File: src/hdl/sxl_pkg.sv
`timescale 1ns / 1ps
// ----------------------------------------------------------------------------
// sxl_pkg
// Shared types, codes and character classes for the source text lexer.
// ----------------------------------------------------------------------------
package sxl_pkg;

   // lexer modes
   localparam logic [1:0] MODE_IDLE  = 2'd0;
   localparam logic [1:0] MODE_IDENT = 2'd1;
   localparam logic [1:0] MODE_NUM   = 2'd2;
   localparam logic [1:0] MODE_OP    = 2'd3;

   // token kinds
   localparam logic [2:0] KIND_IDENT   = 3'd0;
   localparam logic [2:0] KIND_OP      = 3'd1;
   localparam logic [2:0] KIND_INT     = 3'd2;
   localparam logic [2:0] KIND_FLOAT   = 3'd3;
   localparam logic [2:0] KIND_NEWLINE = 3'd4;

   localparam logic [2:0] KW_NONE = 3'd0;
   localparam logic [2:0] KW_IF   = 3'd1;
   localparam logic [2:0] KW_ELSE = 3'd2;
   localparam logic [2:0] KW_LOOP = 3'd3;
   localparam logic [2:0] KW_DECL = 3'd4;

   localparam logic [1:0] TY_NONE = 2'd0;
   localparam logic [1:0] TY_INT  = 2'd1;
   localparam logic [1:0] TY_CHAR = 2'd2;
   localparam logic [1:0] TY_BOOL = 2'd3;

   // words packed first character in the low byte
   localparam logic [15:0] WORD_IF   = 16'h6669;
   localparam logic [31:0] WORD_ELSE = 32'h6573_6C65;
   localparam logic [31:0] WORD_LOOP = 32'h706F_6F6C;
   localparam logic [31:0] WORD_DECL = 32'h6C63_6564;
   localparam logic [23:0] WORD_INT  = 24'h74_6E69;
   localparam logic [31:0] WORD_CHAR = 32'h7261_6863;
   localparam logic [31:0] WORD_BOOL = 32'h6C6F_6F62;

   localparam logic [7:0] CH_NL    = 8'h0A;
   localparam logic [7:0] CH_DOT   = 8'h2E;
   localparam logic [7:0] CH_EQ    = 8'h3D;
   localparam logic [7:0] CH_LT    = 8'h3C;
   localparam logic [7:0] CH_GT    = 8'h3E;
   localparam logic [7:0] CH_PLUS  = 8'h2B;
   localparam logic [7:0] CH_MINUS = 8'h2D;

   localparam logic [30:0] INT_SAT = 31'h7FFF_FFFF;

   // result queue
   localparam int QUEUE_DEPTH = 4;
   localparam int QPTR_W      = 2;
   localparam int QCNT_W      = 3;

   typedef struct packed {
      logic [1:0]  mode;
      logic [7:0]  ident_count;
      logic [30:0] int_accum;
      logic [29:0] frac_accum;
      logic [3:0]  frac_count;
      logic [1:0]  dot_count;
      logic [15:0] op_pending;
      logic [1:0]  op_pending_len;
   } lex_state_type;

   typedef struct packed {
      logic [2:0]  kind;
      logic [63:0] ident_chars;
      logic [7:0]  ident_len;
      logic [2:0]  keyword;
      logic [1:0]  type_name;
      logic [23:0] op_chars;
      logic [30:0] int_part;
      logic [29:0] frac_value;
      logic [3:0]  frac_len;
      logic        last_result;
   } token_type;

   function automatic logic is_alpha(input logic [7:0] c);
      return ((c >= "a") && (c <= "z")) || ((c >= "A") && (c <= "Z"));
   endfunction

   function automatic logic is_digit(input logic [7:0] c);
      return (c >= "0") && (c <= "9");
   endfunction

   function automatic logic is_single_op(input logic [7:0] c);
      logic r;
      case (c)
         ";", ":", "~", "[", "]", "{", "}", "(", ")", "\\", ".", ",", "?": r = 1'b1;
         default: r = 1'b0;
      endcase
      return r;
   endfunction

   function automatic logic is_multi_op(input logic [7:0] c);
      logic r;
      case (c)
         "*", "/", "%", "^", "&", "|", "=", "!", "+", "<", ">", "-": r = 1'b1;
         default: r = 1'b0;
      endcase
      return r;
   endfunction

endpackage

File: src/hdl/source_text_lexer.sv
`timescale 1ns / 1ps
// ----------------------------------------------------------------------------
// source_text_lexer
// Streaming maximal-munch lexer: one character per beat in, tokens out.
// ----------------------------------------------------------------------------
// Path: an accepted character is held in the input register; its tokens then
//   reach rsp_* via the four-entry token queue and its single-beat output.
// Throughput: one character per cycle while two queue slots are free; a
//   character that closes one token and yields another pushes two tokens.
// Reset: synchronous, active high; lexer returns to idle, queue empties.
// ----------------------------------------------------------------------------
module source_text_lexer import sxl_pkg::*; #(
   parameter int IDENT_CHARS = 8,
   parameter int FRAC_DIGITS = 9
) (
   input  logic        clock,
   input  logic        reset,
   // character beats
   input  logic        req_valid,
   output logic        req_stall,
   input  logic [7:0]  req_ch,
   input  logic        req_end_of_text,
   // token beats
   output logic        rsp_valid,
   input  logic        rsp_stall,
   output logic [2:0]  rsp_kind,
   output logic [63:0] rsp_ident_chars,
   output logic [7:0]  rsp_ident_len,
   output logic [2:0]  rsp_keyword,
   output logic [1:0]  rsp_type_name,
   output logic [23:0] rsp_op_chars,
   output logic [30:0] rsp_int_part,
   output logic [29:0] rsp_frac_value,
   output logic [3:0]  rsp_frac_len,
   output logic        rsp_last_result
);

   // Input register: holds one character until the queue has room for the
   // worst case of two tokens.
   logic                      in_valid_ff, in_valid_in;
   logic [7:0]                in_ch_ff;
   logic                      in_eot_ff;

   // Lexer state: mode, accumulators, pending operator, identifier bytes.
   lex_state_type             state_ff, state_in;
   logic [8*IDENT_CHARS-1:0]  ibuf_ff, ibuf_in;

   token_type                 tok0, tok1, out_tok;
   logic [1:0]                tok_n;
   logic [QCNT_W-1:0]         q_count;
   logic                      proc;
   logic                      pop;

   // The character is consumed only when two queue slots are free; the
   // decision uses registered count alone so stall never sees rsp_stall.
   assign proc        = in_valid_ff && (q_count <= QCNT_W'(QUEUE_DEPTH - 2));
   assign req_stall   = in_valid_ff && !proc;
   assign in_valid_in = req_stall ? in_valid_ff : req_valid;
   assign pop         = rsp_valid && !rsp_stall;

   always_ff @(posedge clock) begin
      if (reset) begin
         in_valid_ff <= 1'b0;
      end else begin
         in_valid_ff <= in_valid_in;
      end
   end

   always_ff @(posedge clock) begin
      if (req_valid && !req_stall) begin
         in_ch_ff  <= req_ch;
         in_eot_ff <= req_end_of_text;
      end
   end

   // lexer state advances once per consumed character
   always_ff @(posedge clock) begin
      if (reset) begin
         state_ff <= '0;
         ibuf_ff  <= '0;
      end else if (proc) begin
         state_ff <= state_in;
         ibuf_ff  <= ibuf_in;
      end
   end

   sxl_lex_step #(
      .IDENT_CHARS (IDENT_CHARS),
      .FRAC_DIGITS (FRAC_DIGITS)
   ) u_step (
      .cur_state (state_ff),
      .cur_ibuf  (ibuf_ff),
      .ch        (in_ch_ff),
      .eot       (in_eot_ff),
      .nxt_state (state_in),
      .nxt_ibuf  (ibuf_in),
      .tok0      (tok0),
      .tok1      (tok1),
      .tok_n     (tok_n)
   );

   // tokens wait here so a stalled output blocks no character while two slots are free
   sxl_tok_queue u_queue (
      .clock     (clock),
      .reset     (reset),
      .push_n    (proc ? tok_n : 2'd0),
      .push0     (tok0),
      .push1     (tok1),
      .pop       (pop),
      .out_valid (rsp_valid),
      .out_tok   (out_tok),
      .count     (q_count)
   );

   assign rsp_kind        = out_tok.kind;
   assign rsp_ident_chars = out_tok.ident_chars;
   assign rsp_ident_len   = out_tok.ident_len;
   assign rsp_keyword     = out_tok.keyword;
   assign rsp_type_name   = out_tok.type_name;
   assign rsp_op_chars    = out_tok.op_chars;
   assign rsp_int_part    = out_tok.int_part;
   assign rsp_frac_value  = out_tok.frac_value;
   assign rsp_frac_len    = out_tok.frac_len;
   assign rsp_last_result = out_tok.last_result;

`ifndef SYNTHESIS
   // the room check must keep the queue from overflowing
   a_queue_bound: assert property (@(posedge clock) disable iff (reset)
      q_count <= QCNT_W'(QUEUE_DEPTH))
      else $error("token queue overflow");

   // end of text always leaves the lexer idle
   a_eot_idle: assert property (@(posedge clock) disable iff (reset)
      (proc && in_eot_ff) |=> (state_ff.mode == MODE_IDLE))
      else $error("lexer not idle after end of text");

   // the final token pushed for a character carries the last flag
   a_last_flag: assert property (@(posedge clock) disable iff (reset)
      (proc && (tok_n != 2'd0)) |->
         ((tok_n == 2'd2) ? tok1.last_result : tok0.last_result))
      else $error("last token of a character not flagged");
`endif

endmodule

File: src/hdl/sxl_lex_step.sv
`timescale 1ns / 1ps
// ----------------------------------------------------------------------------
// sxl_lex_step
// One character of lexing: ends the open token, starts or emits a new one,
// flushes at end of text. Up to two tokens per character.
// ----------------------------------------------------------------------------
module sxl_lex_step import sxl_pkg::*; #(
   parameter int IDENT_CHARS = 8,
   parameter int FRAC_DIGITS = 9
) (
   input  lex_state_type              cur_state,
   input  logic [8*IDENT_CHARS-1:0]   cur_ibuf,
   input  logic [7:0]                 ch,
   input  logic                       eot,
   output lex_state_type              nxt_state,
   output logic [8*IDENT_CHARS-1:0]   nxt_ibuf,
   output token_type                  tok0,
   output token_type                  tok1,
   output logic [1:0]                 tok_n
);

   function automatic lex_state_type num_feed(input lex_state_type s, input logic [7:0] c);
      lex_state_type r;
      logic [34:0]   iv;
      logic [33:0]   fv;
      r  = s;
      iv = {1'b0, s.int_accum, 3'b000} + {3'b000, s.int_accum, 1'b0} + {31'd0, c[3:0]};
      fv = {1'b0, s.frac_accum, 3'b000} + {3'b000, s.frac_accum, 1'b0} + {30'd0, c[3:0]};
      if (c == CH_DOT) begin
         if (s.dot_count != 2'd2) r.dot_count = s.dot_count + 2'd1;
      end else if (s.dot_count == 2'd0) begin
         r.int_accum = (iv > {4'd0, INT_SAT}) ? INT_SAT : iv[30:0];
      end else if ((s.dot_count == 2'd1) && (s.frac_count < 4'(FRAC_DIGITS))) begin
         r.frac_accum = fv[29:0];
         r.frac_count = s.frac_count + 4'd1;
      end
      return r;
   endfunction

   function automatic token_type ident_tok(input lex_state_type s,
                                           input logic [8*IDENT_CHARS-1:0] b);
      token_type t;
      t = '0;
      t.kind        = KIND_IDENT;
      t.ident_chars = 64'(b);
      t.ident_len   = s.ident_count;
      if ((s.ident_count == 8'd2) && (b[15:0] == WORD_IF))   t.keyword = KW_IF;
      if ((s.ident_count == 8'd4) && (b[31:0] == WORD_ELSE)) t.keyword = KW_ELSE;
      if ((s.ident_count == 8'd4) && (b[31:0] == WORD_LOOP)) t.keyword = KW_LOOP;
      if ((s.ident_count == 8'd4) && (b[31:0] == WORD_DECL)) t.keyword = KW_DECL;
      if ((s.ident_count == 8'd3) && (b[23:0] == WORD_INT))  t.type_name = TY_INT;
      if ((s.ident_count == 8'd4) && (b[31:0] == WORD_CHAR)) t.type_name = TY_CHAR;
      if ((s.ident_count == 8'd4) && (b[31:0] == WORD_BOOL)) t.type_name = TY_BOOL;
      return t;
   endfunction

   function automatic token_type num_tok(input lex_state_type s);
      token_type t;
      t = '0;
      t.int_part = s.int_accum;
      if (s.dot_count != 2'd0) begin
         t.kind       = KIND_FLOAT;
         t.frac_value = s.frac_accum;
         t.frac_len   = s.frac_count;
      end else begin
         t.kind = KIND_INT;
      end
      return t;
   endfunction

   function automatic token_type op_tok(input logic [23:0] chars);
      token_type t;
      t = '0;
      t.kind     = KIND_OP;
      t.op_chars = chars;
      return t;
   endfunction

   lex_state_type             sa, sb;
   logic [8*IDENT_CHARS-1:0]  ba, bb;
   logic                      refeed;
   logic                      a_emit, b_emit, c_emit;
   token_type                 a_tok, b_tok, c_tok, second;
   logic                      second_v;
   logic [7:0]                f;
   logic                      alnum;

   assign f     = cur_state.op_pending[7:0];
   assign alnum = is_alpha(ch) || is_digit(ch);

   always_comb begin
      sa     = cur_state;
      ba     = cur_ibuf;
      refeed = 1'b0;
      a_emit = 1'b0;
      a_tok  = '0;

      // close or extend the open token
      case (cur_state.mode)
         MODE_IDENT: begin
            if (alnum) begin
               for (int k = 0; k < IDENT_CHARS; k++) begin
                  if (cur_state.ident_count == 8'(k)) ba[8*k +: 8] = ch;
               end
               if (cur_state.ident_count != 8'd255)
                  sa.ident_count = cur_state.ident_count + 8'd1;
            end else begin
               a_emit  = 1'b1;
               a_tok   = ident_tok(cur_state, cur_ibuf);
               sa.mode = MODE_IDLE;
               refeed  = 1'b1;
            end
         end
         MODE_NUM: begin
            if (is_digit(ch) || (ch == CH_DOT)) begin
               sa = num_feed(cur_state, ch);
            end else begin
               a_emit  = 1'b1;
               a_tok   = num_tok(cur_state);
               sa.mode = MODE_IDLE;
               refeed  = 1'b1;
            end
         end
         MODE_OP: begin
            a_emit = 1'b1;
            if (cur_state.op_pending_len >= 2'd2) begin
               if (ch == CH_EQ) begin
                  a_tok = op_tok({CH_EQ, cur_state.op_pending});
               end else begin
                  a_tok  = op_tok({8'h00, cur_state.op_pending});
                  refeed = 1'b1;
               end
            end else if (ch == CH_EQ) begin
               a_tok = op_tok({8'h00, CH_EQ, f});
            end else if ((ch == f) && ((f == CH_LT) || (f == CH_GT))) begin
               // shift operator, may still take a trailing '='
               a_emit = 1'b0;
            end else if (((ch == f) && ((f == CH_PLUS) || (f == CH_MINUS))) ||
                         ((f == CH_MINUS) && (ch == CH_GT))) begin
               a_tok = op_tok({8'h00, ch, f});
            end else begin
               a_tok  = op_tok({16'h0000, f});
               refeed = 1'b1;
            end
            if (a_emit) begin
               sa.mode           = MODE_IDLE;
               sa.op_pending     = '0;
               sa.op_pending_len = '0;
            end else begin
               sa.op_pending     = {f, f};
               sa.op_pending_len = 2'd2;
            end
         end
         default: refeed = 1'b1;
      endcase

      // idle: start a token or emit a one-character one
      sb     = sa;
      bb     = ba;
      b_emit = 1'b0;
      b_tok  = '0;
      if (refeed) begin
         if (is_alpha(ch)) begin
            sb.mode        = MODE_IDENT;
            bb             = (8*IDENT_CHARS)'(ch);
            sb.ident_count = 8'd1;
         end else if (is_digit(ch)) begin
            sb.mode       = MODE_NUM;
            sb.int_accum  = {27'd0, ch[3:0]};
            sb.frac_accum = '0;
            sb.frac_count = '0;
            sb.dot_count  = '0;
         end else if (is_single_op(ch)) begin
            b_emit            = 1'b1;
            b_tok             = op_tok({16'h0000, ch});
            sb.op_pending     = '0;
            sb.op_pending_len = '0;
         end else if (is_multi_op(ch)) begin
            sb.mode           = MODE_OP;
            sb.op_pending     = {8'h00, ch};
            sb.op_pending_len = 2'd1;
         end else if (ch == CH_NL) begin
            b_emit     = 1'b1;
            b_tok      = '0;
            b_tok.kind = KIND_NEWLINE;
         end
      end

      // end of text flush
      nxt_state = sb;
      nxt_ibuf  = bb;
      c_emit    = 1'b0;
      c_tok     = '0;
      if (eot) begin
         case (sb.mode)
            MODE_IDENT: begin
               c_emit = 1'b1;
               c_tok  = ident_tok(sb, bb);
            end
            MODE_NUM: begin
               c_emit = 1'b1;
               c_tok  = num_tok(sb);
            end
            MODE_OP: begin
               c_emit = 1'b1;
               c_tok  = (sb.op_pending_len >= 2'd2) ? op_tok({8'h00, sb.op_pending})
                                                    : op_tok({16'h0000, sb.op_pending[7:0]});
               nxt_state.op_pending     = '0;
               nxt_state.op_pending_len = '0;
            end
            default: c_emit = 1'b0;
         endcase
         nxt_state.mode = MODE_IDLE;
      end

      // order the tokens, mark the final one
      second   = b_emit ? b_tok : c_tok;
      second_v = b_emit || c_emit;
      if (a_emit) begin
         tok0  = a_tok;
         tok1  = second;
         tok_n = second_v ? 2'd2 : 2'd1;
      end else begin
         tok0  = second;
         tok1  = '0;
         tok_n = second_v ? 2'd1 : 2'd0;
      end
      if (tok_n == 2'd2) tok1.last_result = 1'b1;
      else if (tok_n == 2'd1) tok0.last_result = 1'b1;
   end

endmodule

File: src/hdl/sxl_tok_queue.sv
`timescale 1ns / 1ps
// ----------------------------------------------------------------------------
// sxl_tok_queue
// Small token queue: takes up to two beats per cycle, gives one when popped.
// ----------------------------------------------------------------------------
module sxl_tok_queue import sxl_pkg::*; (
   input  logic              clock,
   input  logic              reset,
   input  logic [1:0]        push_n,
   input  token_type         push0,
   input  token_type         push1,
   input  logic              pop,
   output logic              out_valid,
   output token_type         out_tok,
   output logic [QCNT_W-1:0] count
);

   token_type           entry_ff [QUEUE_DEPTH];
   logic [QPTR_W-1:0]   head_ff, head_in;
   logic [QPTR_W-1:0]   tail_ff, tail_in;
   logic [QCNT_W-1:0]   count_ff, count_in;
   logic [QPTR_W-1:0]   tail_nx;

   assign tail_nx   = tail_ff + QPTR_W'(1);
   assign head_in   = pop ? head_ff + QPTR_W'(1) : head_ff;
   assign tail_in   = tail_ff + QPTR_W'(push_n);
   assign count_in  = count_ff + QCNT_W'(push_n) - QCNT_W'(pop);
   assign out_valid = (count_ff != '0);
   assign out_tok   = entry_ff[head_ff];
   assign count     = count_ff;

   always_ff @(posedge clock) begin
      if (reset) begin
         head_ff  <= '0;
         tail_ff  <= '0;
         count_ff <= '0;
      end else begin
         head_ff  <= head_in;
         tail_ff  <= tail_in;
         count_ff <= count_in;
      end
   end

   always_ff @(posedge clock) begin
      if (push_n != 2'd0) entry_ff[tail_ff] <= push0;
      if (push_n == 2'd2) entry_ff[tail_nx] <= push1;
   end

endmodule
File: config.mk
export PLATFORM = sky130hd
export DESIGN_NAME = source_text_lexer
export DESIGN_NICKNAME = d
export VERILOG_FILES = /design/src/hdl/sxl_pkg.sv /design/src/hdl/source_text_lexer.sv /design/src/hdl/sxl_lex_step.sv /design/src/hdl/sxl_tok_queue.sv
export SDC_FILE = /design/constraint.sdc
export NUM_CORES = 2
export LEC_CHECK = 0
export ABC_CLOCK_PERIOD_IN_PS = 17600
export BUFFER_PORTS_ARGS = -buffer_cell sky130_fd_sc_hd__clkbuf_2
export CORE_UTILIZATION = 45
export CTS_CLUSTER_SIZE = 28
export DETAILED_ROUTE_END_ITERATION = 10
export PLACE_DENSITY_LB_ADDON = 0.08
export SYNTH_ARGS = -nofsm -noshare
export SYNTH_HDL_FRONTEND = slang
export SYNTH_SLANG_ARGS = --single-unit
File: constraint.sdc
create_clock -name clock -period 17.6 [get_ports clock]
set_input_delay 1.76 -clock clock [delete_from_list [all_inputs] [get_ports clock]]
set_output_delay 1.76 -clock clock [all_outputs]
set_load 0.1 [all_outputs]
# --- Word-level counts from Yosys, hierarchy flattened ---
# Memory sizes are Yosys's and may differ from the RTL's. A register that Yosys moved wholly into a read port is not among the register bits.
# Cells that the tools add are included.
totals:
  regBits: 176
  ram_bits: 680
  input_bits: 13
  wordCells: 275
  memories: 1
classes:
  n_addsub: 12
  n_lt_le_gt_ge: 11
  eq_ne: 67
  mux: 125
  reduce_logical: 44
mem_list:
  columns: ["memory", "words", "word_bits", "read_ports", "rd_ports_with_merged_regs", "wr", "line_no", "text"]
  rows:
  - ["u_queue.entry_ff", 4, 170, 1, 1, 2, "sxl_tok_queue.sv:18", "token_type entry_ff [QUEUE_DEPTH];"]
ops:
  columns: ["op", "count"]
  rows:
  - ["170-bit two-way mux", 13]
  - ["170-bit one-hot mux with 3 select lines", 2]
  - ["32-bit by 31-bit == test with 1-bit output, second input constant", 10]
  - ["64-bit two-way mux", 4]
  - ["85-bit two-way mux", 2]
  - ["169-bit two-way mux", 1]
  - ["8-bit by 6-bit == test with 1-bit output, second input constant", 21]
  - ["167-bit two-way mux", 1]
  - ["82-bit two-way mux", 2]
  - ["34-bit two-way mux", 4]
  - ["67-bit two-way mux", 2]
  - ["18-bit two-way mux", 6]
  - ["95-bit two-way mux", 1]
  - ["8-bit two-way mux", 11]
  - ["88-bit two-way mux", 1]
  - ["65-bit two-way mux", 1]
  - ["8-bit by 7-bit == test with 1-bit output, second input constant", 8]
  - ["31-bit two-way mux", 2]
  - ["24-bit by 23-bit == test with 1-bit output, second input constant", 2]
  - ["2-bit two-way mux", 23]
  - ["1-bit two-way mux", 42]
  - ["8-bit by 3-bit == test with 1-bit output, second input constant", 5]
  - ["18-bit one-hot mux with 2 select lines", 1]
  - ["34-bit by 32-bit adder with 35-bit output", 1]
  - ["other kinds (40)", 93]

# --- Depth between registers and ports, before layout ---
logic_depth:
  depth_word: 31
  depth_mapped: 22
  ltp_nobuf: 19

# --- Cells and area by module ---
# Synthesis repeated with hierarchy kept, for this count alone.
unflattened:
  hier_cells: 4177
  hier_area_um2: 52275.1
modules_own_cells:
  columns: ["mod", "n_inst", "cells_per_inst", "area_each_um2", "seq_area_each_um2"]
  rows:
  - ["sxl_tok_queue", 1, 1690, 33878.7, 20599.8]
  - ["sxl_lex_step", 1, 1743, 11238.3, 0.0]
  - ["source_text_lexer", 1, 744, 7158.1, 3473.3]

# --- Worst setup path after synthesis ---
# OpenSTA, ideal clock, no wires.
synth_path:
  path_kind: "flip-flop to flip-flop"
  start: "reg in_ch_ff[1]"
  end: "mem u_queue.entry_ff[2][0] (netlist name), enable pin"
  arrival_time_ps: 6761
  required_ps: 16263
  setup_slack_ps: 9502
  stages_incl_launch_ff: 18
  n_path_buf: 5
  cell_sequence: "edfxtp_1 -> buf_2 -> a21o_1 -> a32o_2 -> nor2_1 -> o31ai_4 -> nor2_4 -> o211ai_2 -> o21ai_0 -> nand3_1 -> ha_1 -> clkbuf_1 -> o21ai_0 -> or2_2 -> clkbuf_1 -> clkbuf_1 -> clkbuf_1 -> nand2_1"
synth_lines:
  columns: ["item", "line_no", "text"]
  rows:
  - ["from (decl)", "source_text_lexer.sv:41", "logic [7:0] in_ch_ff;"]
  - ["from (signal assigned)", "source_text_lexer.sv:71", "in_ch_ff <= req_ch;"]
  - ["to (decl)", "sxl_tok_queue.sv:18", null]

==> flow_summary.ini <==
[run_status]
status = completed

[cts]
cts_tree = built
clk_latency_ns = 0.69
cts.path.max_buffers = 3
clkTransAtPathRegs_ns = 0.06
cts_root_buffer = clkbuf_16
ctsHoldBuffers = 0
cts_sinks = 829
postCtsSetupBuffers = 0
cts_made_buffers = 90
post_cts_resized = 0
cts.htree.levels = 3

[sta]
fmax_mhz = 133
max_slew_margin_pct = 19.1
finalMaxSlewViolations = 0
timing.final.crit_share_pct = 42.7
finalSetupViolCount = 0
timing.hold.ws_ns = 0.462
setup_ws_ns = 10.08
skew_ns = 0.0330
fin_tns_setup_ns = 0
hold_violations = 0
worstMarginPinSlew_ns = 1.21
rsz0062_at_grt = false
period_minus_slack_ns = 7.52

[synthesis]
ys_seq_area_share_pct = 55.1
synth_flop_cell = edfxtp_1
synth.distinct_cells = 115
synth.area.top_cells = edfxtp_1, mux4_2, dfxtp_1, nor2_1, ha_1
yosysTopAreaCellShare_pct = 46.9
yosysWarnings = 0
syn-cell-area_mm2 = 0.0421
yosysMostFrequentCell = nor2_1
synthArstFlopShare_pct = 0
synth_edf_count = 657
syn_inst = 3570
ys_ff_latch = 829
synth_top_cell_by_area = edfxtp_1
avgSynthCellArea_um2 = 11.8
synth_common_cells = nor2_1, edfxtp_1, nand2_1

[run]
cap_violations = 0

[layout]
fin_nets = 3796
antenna_cells = 0
final_core_util_pct = 50.8
final.fill_count = 8094
drive_gt1_share_pct = 17.2
synthToLayoutAreaGrowth_pct = 11.3

[power_and_ir_drop]
ir_drop_mv = 0.127
p_leak_nw = 15.6
power_density_mw_per_mm2 = 120
fin_total_pwr_w = 0.00561

[global_routing]
grt.total_usage_pct = 26.7
grt_pass1_wl_mm = 191
antenna_found_initial = 3
grt-ovfl-total = 0
grt_max_degree = 120
grt_pass1_vias = 30600

[worst_setup_path]
cp-start-kind = register
worstPathArrival_ns = 7.82
cp.required_ns = 17.90
end_kind = register
criticalPathCategory = register to register
crit_path_max_fanout = 47

[floorplan]
coreArea_mm2 = 0.0921
die_w_um = 308
initial_core_util_pct = 45.7
dieHeight_um = 308
design.die.area_mm2 = 0.0947
num_rows = 111
num_io_pins = 185

[place]
gp_congestion = 0.918
dp_hpwl_mm = 80.0
place_ws_ns = 10.11
io_buffer_count = 181

[routing]
drc = 0
final_antenna_net_count = 0
wl_per_cell_um = 25.6
drt_iter0_drc = 2707
wirelength_mm = 127
first_pass_iters = 8
avgViaCountPerCell = 6.13
vias = 30500

[min_path]
hp-class = register to register
==> flip-flops by register name, summed over array words and instances (netlist names), named ones only <==
signal,count
in_eot_ff,1
ibuf_ff,64
u_queue.head_ff,2
state_ff,94
in_valid_ff,1
u_queue.entry_ff,652
in_ch_ff,8
u_queue.tail_ff,2
u_queue.count,3
==> final timing paths <==
kind         cells past startpoint  slack [ns]         start                        to
max                             14       10.08   in_ch_ff[4]  u_queue.entry_ff[1][120]
min                              1        0.46  state_ff[14]              state_ff[14]
max reg2reg                     14       10.08   in_ch_ff[4]  u_queue.entry_ff[1][120]
min reg2reg                      1        0.46  state_ff[14]              state_ff[14]
==> layout make-up <==
type | count | area (µm²) | share of cell area [%]
tap | 1243 | 1560 | 3.32
inverter | 57 | 214 | 0.457
multi-input combinational | 2444 | 17700 | 37.9
clock inverter | 45 | 380 | 0.813
timing repair buffer | 226 | 1260 | 2.69
sequential | 829 | 23200 | 49.5
clock buffer | 125 | 2490 | 5.33
==> logic make-up after synthesis <==
logic type / after synthesis / synth area share, %
AOI/OAI and AO/OA: 807 / 14.0
xor gates and xnor gates: 69 / 1.44
adders and majority gates: 135 / 4.11
buffers and inverters: 299 / 2.98
DFF: 829 / 55.1
muxes: 176 / 9.06
other: 1 / 0.00892
and+or+nand+nor: 1254 / 13.3
==> worst max-delay path, cell delays in order, from the launching register on <==
cell and delay (ns):
edfxtp_1 0.32, buf_4 0.43, and4bb_2 0.36, and2_1 0.58, a21oi_4 0.16, nand2_1 0.85
and3_1 0.63, clkinv_1 0.42, ha_1 0.53, nand2_1 0.18, nand2_1 0.28, nand2_4 0.32
nand2_4 0.50, buf_4 0.71, buf_4 0.72
==> metrics by stage <==
stage / cell area, µm² / cells
floorplan: 42100 / 3572
finish: 46800 / 4969
CTS: 46800 / 4969
detailed placement: 43900 / 4799
global placement: 43900 / 4799
global route: 46800 / 4969
==> per-layer routing <==
metal	global-route usage, %	routed length [µm]	up-vias
li1	-	-	13600
met1	36.0	54100	15500
met2	45.0	62500	1129
met3	3.23	7700	168
met4	7.91	2830	0
met5	0	0	-
==> cells in the final DEF (no fill, tap or decap), types with 51 or more instances in the layout <==
master	netlist	routed
a21oi_1	144	144
a22o_1	121	121
a22oi_1	125	125
clkbuf_16	0	90
clkbuf_2	0	180
dfxtp_1	172	170
edfxtp_1	657	657
ha_1	130	130
inv_1	54	54
mux4_2	163	163
nand2_1	200	194
nand3_1	52	51
nor2_1	745	740
o21ai_0	117	117
xnor2_1	56	56
==> power by group <==
part,total [W],internal (W),switching [W]
Clock,0.00185,0.00104,0.000806
Sequential,0.00217,0.00212,0.0000506
Combinational,0.00158,0.000329,0.00125
Total,0.00561,0.00350,0.00211
Power figures use the tool's default switching activity.
